$ cat src/hdl/bfa_pkg.sv
package bfa_pkg;

  localparam int FRAME_W         = 12;
  localparam int FBW             = FRAME_W + 1;   // frame arithmetic with headroom
  localparam int FIELD_FRAME_MAX = 4095;

  localparam int FRAME_COUNT_DEF = 4096;
  localparam int WORD_BITS_DEF   = 32;

  localparam logic FUNC_ALLOC = 1'b0;
  localparam logic FUNC_FREE  = 1'b1;

  typedef enum logic [1:0] {
    ST_DONE,
    ST_FULL,
    ST_NOOP
  } bfa_status_t;

  typedef enum logic [2:0] {
    S_CLR,
    S_IDLE,
    S_SCAN,
    S_SET,
    S_FRD,
    S_FWR,
    S_DONE
  } bfa_state_t;

endpackage

$ cat src/hdl/bfa_if.sv
interface bfa_in_if import bfa_pkg::*; ();
  logic               valid;
  logic               ready;
  logic               func;
  logic [FRAME_W-1:0] current_frame;
  logic               user_flag;
  logic               write_flag;

  modport source (output valid, output func, output current_frame, output user_flag,
                  output write_flag, input ready);
  modport sink (input valid, input func, input current_frame, input user_flag,
                input write_flag, output ready);
endinterface

interface bfa_out_if import bfa_pkg::*; ();
  logic               valid;
  logic               ready;
  bfa_status_t        status;
  logic [FRAME_W-1:0] frame_index;
  logic               entry_present;
  logic               entry_user;
  logic               entry_write;

  modport source (output valid, output status, output frame_index, output entry_present,
                  output entry_user, output entry_write, input ready);
  modport sink (input valid, input status, input frame_index, input entry_present,
                input entry_user, input entry_write, output ready);
endinterface

$ cat src/hdl/bitmap_frame_allocator_top.sv
// First-fit page-frame allocator over a used-frame bitmap held in one single-port-read,
// single-port-write memory of FRAME_COUNT/WORD_BITS words. After reset the bitmap is
// swept to zero, one word per cycle (128 words at the defaults), and no request is taken
// until the sweep ends. One request is worked on at a time. An alloc reads the bitmap one
// word per cycle through the memory read port, at most min(NUM_WORDS, REACH_WORDS) words
// (128 at the defaults, also when the bitmap is full); a free splits the frame
// number into word and bit by shift and mask (WORD_BITS is a power of two) and then does
// a read-modify-write. A new request is taken while the previous result still waits in
// the output register.
module bitmap_frame_allocator_top import bfa_pkg::*; #(
  parameter int FRAME_COUNT = FRAME_COUNT_DEF,
  parameter int WORD_BITS   = WORD_BITS_DEF
) (
  input  logic      clk,
  input  logic      rst_n,
  bfa_in_if.sink    in_ch,
  bfa_out_if.source out_ch
);

  localparam int NUM_WORDS   = FRAME_COUNT / WORD_BITS;
  localparam int MEM_DEPTH   = (NUM_WORDS < 1) ? 1 : NUM_WORDS;
  localparam int WIDX        = (MEM_DEPTH > 1) ? $clog2(MEM_DEPTH) : 1;
  localparam int WCNT        = $clog2(MEM_DEPTH + 1);
  localparam int REACH_WORDS = (FIELD_FRAME_MAX + WORD_BITS) / WORD_BITS;
  localparam int SCAN_WORDS  = (NUM_WORDS < REACH_WORDS) ? NUM_WORDS : REACH_WORDS;
  localparam int BIW         = $clog2(WORD_BITS);

  // bitmap memory
  logic [WORD_BITS-1:0] mem [MEM_DEPTH];
  logic [WORD_BITS-1:0] rd_data_r;
  logic                 mem_we;
  logic [WIDX-1:0]      mem_wa;
  logic [WIDX-1:0]      mem_ra;
  logic [WORD_BITS-1:0] mem_wd;

  bfa_state_t           state_r, state_nxt;
  logic [WCNT-1:0]      clr_w_r, clr_w_nxt;
  logic [WCNT-1:0]      iss_w_r, iss_w_nxt;
  logic [FBW-1:0]       iss_base_r, iss_base_nxt;
  logic                 chk_v_r, chk_v_nxt;
  logic [WCNT-1:0]      chk_w_r, chk_w_nxt;
  logic [FBW-1:0]       chk_base_r, chk_base_nxt;
  logic [WIDX-1:0]      set_w_r, set_w_nxt;
  logic [WORD_BITS-1:0] wr_word_r, wr_word_nxt;
  logic [FBW-1:0]       frame_r, frame_nxt;
  logic                 user_r, user_nxt;
  logic                 write_r, write_nxt;

  logic [BIW-1:0]       rem_r, rem_nxt;
  logic [FRAME_W-1:0]   quo_r, quo_nxt;

  bfa_status_t          res_status_r, res_status_nxt;
  logic [FRAME_W-1:0]   res_frame_r, res_frame_nxt;
  logic                 res_present_r, res_present_nxt;
  logic                 res_user_r, res_user_nxt;
  logic                 res_write_r, res_write_nxt;

  logic                 out_valid_r, out_valid_nxt;
  bfa_status_t          out_status_r, out_status_nxt;
  logic [FRAME_W-1:0]   out_frame_r, out_frame_nxt;
  logic                 out_present_r, out_present_nxt;
  logic                 out_user_r, out_user_nxt;
  logic                 out_write_r, out_write_nxt;

  logic                 in_ready;
  logic [WORD_BITS-1:0] zero_oh;
  logic [BIW-1:0]       zero_idx;
  logic                 word_full;
  logic                 scan_issue;

  // lowest clear bit of the word under test, one-hot, then encoded
  always_comb begin
    zero_oh   = ~rd_data_r & (rd_data_r + 1'b1);
    word_full = &rd_data_r;
    zero_idx  = '0;
    for (int i = 0; i < WORD_BITS; i++) begin
      if (zero_oh[i]) begin
        zero_idx = zero_idx | BIW'(i);
      end
    end
  end

  always_ff @(posedge clk) begin
    if (mem_we) begin
      mem[mem_wa] <= mem_wd;
    end
    rd_data_r <= mem[mem_ra];
  end

  always_ff @(posedge clk) begin
    if (!rst_n) begin
      state_r     <= S_CLR;
      clr_w_r     <= '0;
      chk_v_r     <= 1'b0;
      out_valid_r <= 1'b0;
    end else begin
      state_r     <= state_nxt;
      clr_w_r     <= clr_w_nxt;
      chk_v_r     <= chk_v_nxt;
      out_valid_r <= out_valid_nxt;
    end
  end

  always_ff @(posedge clk) begin
    iss_w_r       <= iss_w_nxt;
    iss_base_r    <= iss_base_nxt;
    chk_w_r       <= chk_w_nxt;
    chk_base_r    <= chk_base_nxt;
    set_w_r       <= set_w_nxt;
    wr_word_r     <= wr_word_nxt;
    frame_r       <= frame_nxt;
    user_r        <= user_nxt;
    write_r       <= write_nxt;
    rem_r         <= rem_nxt;
    quo_r         <= quo_nxt;
    res_status_r  <= res_status_nxt;
    res_frame_r   <= res_frame_nxt;
    res_present_r <= res_present_nxt;
    res_user_r    <= res_user_nxt;
    res_write_r   <= res_write_nxt;
    out_status_r  <= out_status_nxt;
    out_frame_r   <= out_frame_nxt;
    out_present_r <= out_present_nxt;
    out_user_r    <= out_user_nxt;
    out_write_r   <= out_write_nxt;
  end

  always_comb begin
    state_nxt       = state_r;
    clr_w_nxt       = clr_w_r;
    iss_w_nxt       = iss_w_r;
    iss_base_nxt    = iss_base_r;
    chk_v_nxt       = 1'b0;
    chk_w_nxt       = chk_w_r;
    chk_base_nxt    = chk_base_r;
    set_w_nxt       = set_w_r;
    wr_word_nxt     = wr_word_r;
    frame_nxt       = frame_r;
    user_nxt        = user_r;
    write_nxt       = write_r;
    rem_nxt         = rem_r;
    quo_nxt         = quo_r;
    res_status_nxt  = res_status_r;
    res_frame_nxt   = res_frame_r;
    res_present_nxt = res_present_r;
    res_user_nxt    = res_user_r;
    res_write_nxt   = res_write_r;
    out_valid_nxt   = out_valid_r && !out_ch.ready;
    out_status_nxt  = out_status_r;
    out_frame_nxt   = out_frame_r;
    out_present_nxt = out_present_r;
    out_user_nxt    = out_user_r;
    out_write_nxt   = out_write_r;
    in_ready        = 1'b0;
    scan_issue      = 1'b0;
    mem_we          = 1'b0;
    mem_wa          = set_w_r;
    mem_wd          = wr_word_r;
    mem_ra          = WIDX'(quo_r);

    case (state_r)
      S_CLR: begin
        mem_we = 1'b1;
        mem_wa = clr_w_r[WIDX-1:0];
        mem_wd = '0;
        clr_w_nxt = clr_w_r + 1'b1;
        if (clr_w_r == WCNT'(MEM_DEPTH - 1)) begin
          state_nxt = S_IDLE;
        end
      end

      S_IDLE: begin
        in_ready        = 1'b1;
        user_nxt        = in_ch.user_flag;
        write_nxt       = in_ch.write_flag;
        res_status_nxt  = ST_NOOP;
        res_frame_nxt   = '0;
        res_present_nxt = 1'b0;
        res_user_nxt    = 1'b0;
        res_write_nxt   = 1'b0;
        iss_w_nxt       = '0;
        iss_base_nxt    = '0;
        // word index and bit position of the frame to free
        rem_nxt         = in_ch.current_frame[BIW-1:0];
        quo_nxt         = in_ch.current_frame >> BIW;
        if (in_ch.valid) begin
          if (in_ch.current_frame != '0) begin
            state_nxt = (in_ch.func == FUNC_FREE) ? S_FRD : S_DONE;
          end else begin
            state_nxt = (in_ch.func == FUNC_ALLOC) ? S_SCAN : S_DONE;
          end
        end
      end

      // one word read issued per cycle, checked in the cycle after
      S_SCAN: begin
        scan_issue = (iss_w_r < WCNT'(SCAN_WORDS));
        mem_ra     = iss_w_r[WIDX-1:0];
        chk_v_nxt  = scan_issue;
        chk_w_nxt  = iss_w_r;
        chk_base_nxt = iss_base_r;
        if (scan_issue) begin
          iss_w_nxt    = iss_w_r + 1'b1;
          iss_base_nxt = iss_base_r + FBW'(WORD_BITS);
        end
        if (chk_v_r && !word_full) begin
          chk_v_nxt   = 1'b0;
          frame_nxt   = chk_base_r + FBW'(zero_idx);
          wr_word_nxt = rd_data_r | zero_oh;
          set_w_nxt   = chk_w_r[WIDX-1:0];
          state_nxt   = S_SET;
        end else if (!chk_v_r && !scan_issue) begin
          res_status_nxt = ST_FULL;
          state_nxt      = S_DONE;
        end
      end

      S_SET: begin
        if (frame_r > FBW'(FIELD_FRAME_MAX)) begin
          res_status_nxt = ST_FULL;
        end else begin
          mem_we          = 1'b1;
          res_status_nxt  = ST_DONE;
          res_frame_nxt   = frame_r[FRAME_W-1:0];
          res_present_nxt = 1'b1;
          res_user_nxt    = user_r;
          res_write_nxt   = write_r;
        end
        state_nxt = S_DONE;
      end

      S_FRD: begin
        if ({{(32 - FRAME_W){1'b0}}, quo_r} < 32'(NUM_WORDS)) begin
          state_nxt = S_FWR;
        end else begin
          state_nxt = S_DONE;
        end
      end

      S_FWR: begin
        mem_we         = 1'b1;
        mem_wa         = WIDX'(quo_r);
        mem_wd         = rd_data_r & ~(WORD_BITS'(1) << rem_r);
        res_status_nxt = ST_DONE;
        state_nxt      = S_DONE;
      end

      S_DONE: begin
        if (!out_valid_r || out_ch.ready) begin
          out_valid_nxt   = 1'b1;
          out_status_nxt  = res_status_r;
          out_frame_nxt   = res_frame_r;
          out_present_nxt = res_present_r;
          out_user_nxt    = res_user_r;
          out_write_nxt   = res_write_r;
          state_nxt       = S_IDLE;
        end
      end

      default: begin
        state_nxt = S_IDLE;
      end
    endcase
  end

  assign in_ch.ready          = in_ready;
  assign out_ch.valid         = out_valid_r;
  assign out_ch.status        = out_status_r;
  assign out_ch.frame_index   = out_frame_r;
  assign out_ch.entry_present = out_present_r;
  assign out_ch.entry_user    = out_user_r;
  assign out_ch.entry_write   = out_write_r;

endmodule

$ cat src/flat_wrapper.sv
// flat-port wrapper written by rule: the top's interface ports become plain ports
module bitmap_frame_allocator_top_flat import bfa_pkg::*;
#(
  parameter int FRAME_COUNT = FRAME_COUNT_DEF,
  parameter int WORD_BITS   = WORD_BITS_DEF
)
  (clk, rst_n, in_ch_valid, in_ch_func, in_ch_current_frame, in_ch_user_flag, in_ch_write_flag, in_ch_ready, out_ch_valid, out_ch_status, out_ch_frame_index, out_ch_entry_present, out_ch_entry_user, out_ch_entry_write, out_ch_ready);
  bfa_in_if in_ch_i ();
  bfa_out_if out_ch_i ();
  input  logic clk;
  input  logic rst_n;
  input wire logic [$bits(in_ch_i.valid)-1:0] in_ch_valid;
  input wire logic [$bits(in_ch_i.func)-1:0] in_ch_func;
  input wire logic [$bits(in_ch_i.current_frame)-1:0] in_ch_current_frame;
  input wire logic [$bits(in_ch_i.user_flag)-1:0] in_ch_user_flag;
  input wire logic [$bits(in_ch_i.write_flag)-1:0] in_ch_write_flag;
  output wire logic [$bits(in_ch_i.ready)-1:0] in_ch_ready;
  output wire logic [$bits(out_ch_i.valid)-1:0] out_ch_valid;
  output wire logic [$bits(out_ch_i.status)-1:0] out_ch_status;
  output wire logic [$bits(out_ch_i.frame_index)-1:0] out_ch_frame_index;
  output wire logic [$bits(out_ch_i.entry_present)-1:0] out_ch_entry_present;
  output wire logic [$bits(out_ch_i.entry_user)-1:0] out_ch_entry_user;
  output wire logic [$bits(out_ch_i.entry_write)-1:0] out_ch_entry_write;
  input wire logic [$bits(out_ch_i.ready)-1:0] out_ch_ready;
  assign in_ch_i.valid = in_ch_valid;
  assign in_ch_i.func = in_ch_func;
  assign in_ch_i.current_frame = in_ch_current_frame;
  assign in_ch_i.user_flag = in_ch_user_flag;
  assign in_ch_i.write_flag = in_ch_write_flag;
  assign in_ch_ready = in_ch_i.ready;
  assign out_ch_valid = out_ch_i.valid;
  assign out_ch_status = out_ch_i.status;
  assign out_ch_frame_index = out_ch_i.frame_index;
  assign out_ch_entry_present = out_ch_i.entry_present;
  assign out_ch_entry_user = out_ch_i.entry_user;
  assign out_ch_entry_write = out_ch_i.entry_write;
  assign out_ch_i.ready = out_ch_ready;
  bitmap_frame_allocator_top #(.FRAME_COUNT(FRAME_COUNT), .WORD_BITS(WORD_BITS)) u_core (.clk(clk), .rst_n(rst_n), .in_ch(in_ch_i), .out_ch(out_ch_i));
endmodule
$ cat config.mk
export PLATFORM = sky130hd
export DESIGN_NAME = bitmap_frame_allocator_top_flat
export DESIGN_NICKNAME = d
export VERILOG_FILES = /design/src/hdl/bfa_pkg.sv /design/src/hdl/bfa_if.sv /design/src/hdl/bitmap_frame_allocator_top.sv /design/src/flat_wrapper.sv
export SDC_FILE = /design/constraint.sdc
export NUM_CORES = 2
export LEC_CHECK = 0
export BUFFER_PORTS_ARGS = -buffer_cell sky130_fd_sc_hd__clkbuf_2
export CAP_MARGIN = 40
export CORE_ASPECT_RATIO = 0.9
export CORE_MARGIN = 5
export CORE_UTILIZATION = 45
export DETAILED_ROUTE_END_ITERATION = 10
export SYNTH_ARGS = -nofsm -noshare
export SYNTH_HDL_FRONTEND = slang
export SYNTH_SLANG_ARGS = --single-unit
$ cat constraint.sdc
create_clock -name clk -period 5.8 [get_ports clk]
set_input_delay 0.58 -clock clk [delete_from_list [all_inputs] [get_ports clk]]
set_output_delay 0.58 -clock clk [all_outputs]
set_load 0.02 [all_outputs]
==> flow_summary.ini <==
[outcome]
run_status = completed

[sta]
worst_slew_pin_slew_ns = 1.12
finalWorstSetupSlack_ns = 0.451
finClkSkew_ns = 0.0765
min_period_over_period_pct = 92.2
rsz0062_at_grt = false
setup_viol = 0
fmax_mhz = 187
drv_slew = 0
layout_min_cycle_time_ns = 5.35
relSlewSlack_pct = 24.3
final.setup.tns_ns = 0
hold_viol = 0

[cells_and_area]
syn_to_final_growth_pct = 14.7
fin_nets = 11563
nFillCells = 30036
fin_cells = 16832
drive_gt1_share_pct = 13.8
post-route-util_pct = 51.7

[worst_hold_path]
hold_path.startpoint = in_ch_current_frame[9]
holdPathStages = 1
worstHoldEndpoint = u_core.quo_r[4]$_DFFE_PP_
hold_path_class = primary input to flop

[worst_setup_path]
cpPeakStageDelay_ns = 0.70
crit_fanout = 34
rr_worst_depth = 12
critical_path_class = flop to flop
critical_path_arrival_ns = 6.21
cp_num_buf_inv = 4
crit_start = u_core.state_r[1]$_SDFFE_PN0P_
crit_slowest_cell = a21oi_4
rr_endpoint = u_core.rd_data_r[26]$_DFF_P_
cp-end-kind = flop
path_delay_family = simple AND/OR/NAND/NOR gates
cp_common_cell = buf_4
crit_cells = 12
reg2reg_slack_ns = 0.45
start_kind = flop
path_cells = or3b_4, a21oi_4, buf_12, buf_4, mux2i_1, o22ai_1, o21ai_0, nand4_1, nor4_1, clkdlybuf4s18_2, buf_4, nand3_1
rr_startpoint = u_core.state_r[1]$_SDFFE_PN0P_
cp.required_ns = 6.66

[floorplanning]
chipWidth_um = 652
pin_count = 38
num_rows = 212
initial_core_util_pct = 45.1
core_area_um2 = 370000
dieArea_um2 = 383000
die_h_um = 587

[cts]
cts_root_buffer = clkbuf_16
cts_tree = done
cts_sinks = 4271
cts_inserted_buffers = 429
path_clk_slew_ns = 0.07
cts_resized = 0
clk_path_buf_depth = 4
cts-htree-levels = 5
clkLatencyLatePin_ns = 1.01
postCtsSetupRepairBufs = 0

[power]
power_mw = 98.4
power.density_nw_per_um2 = 515
irDropWorstVdd_v = 0.000410
leakage_nw = 64.4

[yosys]
yosysWarningCount = 0
yosysSeqAreaShare_pct = 76.7
synthArstFlopShare_pct = 0
netlist_instances = 11132
synth_nets = 11154
synth_seq_cells = 4271
yosysMostFrequentCell = edfxtp_1
synthTopCellsByArea = edfxtp_1 76%, nand2_1 5.9%, nand3_1 3.3%, mux2i_1 2.8%, mux4_2 2.0%
yosys.area.top_type = edfxtp_1
post_synth_num_cell_types = 86
syn_area_per_cell_um2 = 15.0
synth_top_area_share_pct = 76.1
synth_edf_count = 4226
synth_flop_cell = edfxtp_1
ys_top_cells_by_count = 4226 x edfxtp_1, 2628 x nand2_1, 1090 x nand3_1
syn_area_um2 = 167000

[grt]
grt_pass1_wl_um = 760000
gr-usage-all-layers_pct = 27.6
antenna_found_initial = 47
grt_pass1_vias = 98895
grt_max_degree = 147
grt-ovfl-total = 0

[drt]
ant_nets = 0
route.met3.wl_um = 73400
drc = 0
vias = 105112
dr.max_layer_used = met5
met2WireLength_um = 234000
wl_met1_um = 213000
post_drt_wl_per_cell_um = 32.4
drt-initial-drc-count = 16853
wl_um = 545000
viasPerCell = 6.24
first_pass_iters = 6

[place]
place.port_buffers = 37
placedCellCount = 16015
place_congestion = 0.967
dpl.hpwl_um = 324000
place_ws_ns = 0.695

[run]
maxCapViolations = 0
-- logic make-up after synthesis --
logic type | Yosys count | synth area share [%]
AOI/OAI and AO/OA | 1228 | 5.03
xor gates and xnor gates | 16 | 0.0841
adders and majority gates | 3 | 0.0225
buffers and inverters | 692 | 2.18
DFF | 4271 | 76.7
muxes | 635 | 5.02
and+or+nand+nor | 4287 | 11.0
-- worst max-delay path by stage --
stage / slack, ns / endpoint
finish: 0.45 / u_core.rd_data_r[26]$_DFF_P_
floorplan: 1.68 / u_core.mem[0][17]$_DFFE_PP_
global route: 0.43 / u_core.rd_data_r[26]$_DFF_P_
detailed placement: 0.70 / u_core.rd_data_r[26]$_DFF_P_
global placement: 0.42 / u_core.rd_data_r[26]$_DFF_P_
CTS: 0.66 / u_core.rd_data_r[26]$_DFF_P_
-- flip-flops by register name, indices dropped and copies added (netlist names), 2 cells and up --
register / cells
u_core.rd_data_r: 32
u_core.out_ch.frame_index: 12
u_core.clr_w_r: 8
u_core.out_ch.status: 2
u_core.wr_word_r: 31
u_core.chk_base_r: 8
u_core.res_status_r: 2
u_core.iss_w_r: 8
u_core.set_w_r: 7
u_core.iss_base_r: 8
u_core.state_r: 3
u_core.quo_r: 7
u_core.rem_r: 5
u_core.frame_r: 13
u_core.chk_w_r: 7
u_core.res_frame_r: 12
u_core.mem: 4096
-- stage by stage --
| stage | hold slack, ns | instance area (µm²) |
|---|---|---|
| finish | 0.0920 | 191000 |
| floorplan | 0.400 | 167000 |
| global placement | 0.405 | 176000 |
| global route | 0.103 | 191000 |
| CTS | 0.0121 | 191000 |
| detailed placement | 0.405 | 177000 |
-- report_power, final --
part	leakage [nW]	internal, mW	switching [mW]	total [mW]
Clock	6.79	15.9	11.9	27.8
Combinational	18.4	7.95	22.7	30.6
Sequential	39.1	39.1	0.891	40.0
-- cell usage in the layout, fill, tap and decap left out, drive strengths merged, types with 34 or more instances in the layout --
cell type	count
edfxtp	4226
a32o	58
bufinv	47
nor4	45
a22oi	52
nor2	234
a31oi	164
nand2	2628
mux4	157
clkinv	171
and3	56
a21oi	310
a32oi	125
inv	34
nand4	84
mux2i	466
a221oi	40
buf	600
dfxtp	45
o2111ai	35
clkbuf	578
nand3	1091
o22ai	177
o21ai	97
-- routing by layer --
| layer | GRT usage, % | vias to the layer above |
|---|---|---|
| met1 | 39.8 | 53538 |
| li1 | - | 43268 |
| met4 | 10.6 | 22 |
| met5 | 0 | - |
| met2 | 40.0 | 7167 |
| met3 | 7.79 | 1117 |
-- cell type report --
class / instances / area, µm² / area share (%)
antenna: 7 / 17.5 / 0.00916
clock buffer: 540 / 11300 / 5.92
clock inverter: 253 / 2690 / 1.41
inverter: 18 / 67.6 / 0.0353
multi-input combinational: 6169 / 37000 / 19.3
sequential: 4271 / 128000 / 66.8
tap: 4922 / 6160 / 3.22
timing repair buffer: 652 / 6230 / 3.26
-- what timing repair did --
| action | in CTS | in global routing |
|---|---|---|
| endpoints found under the hold margin | 11 | 0 |
| hold buffers | 11 | 0 |
| setup endpoints to repair | 0 | 0 |
No activity file was read; power rests on OpenSTA's default activity.
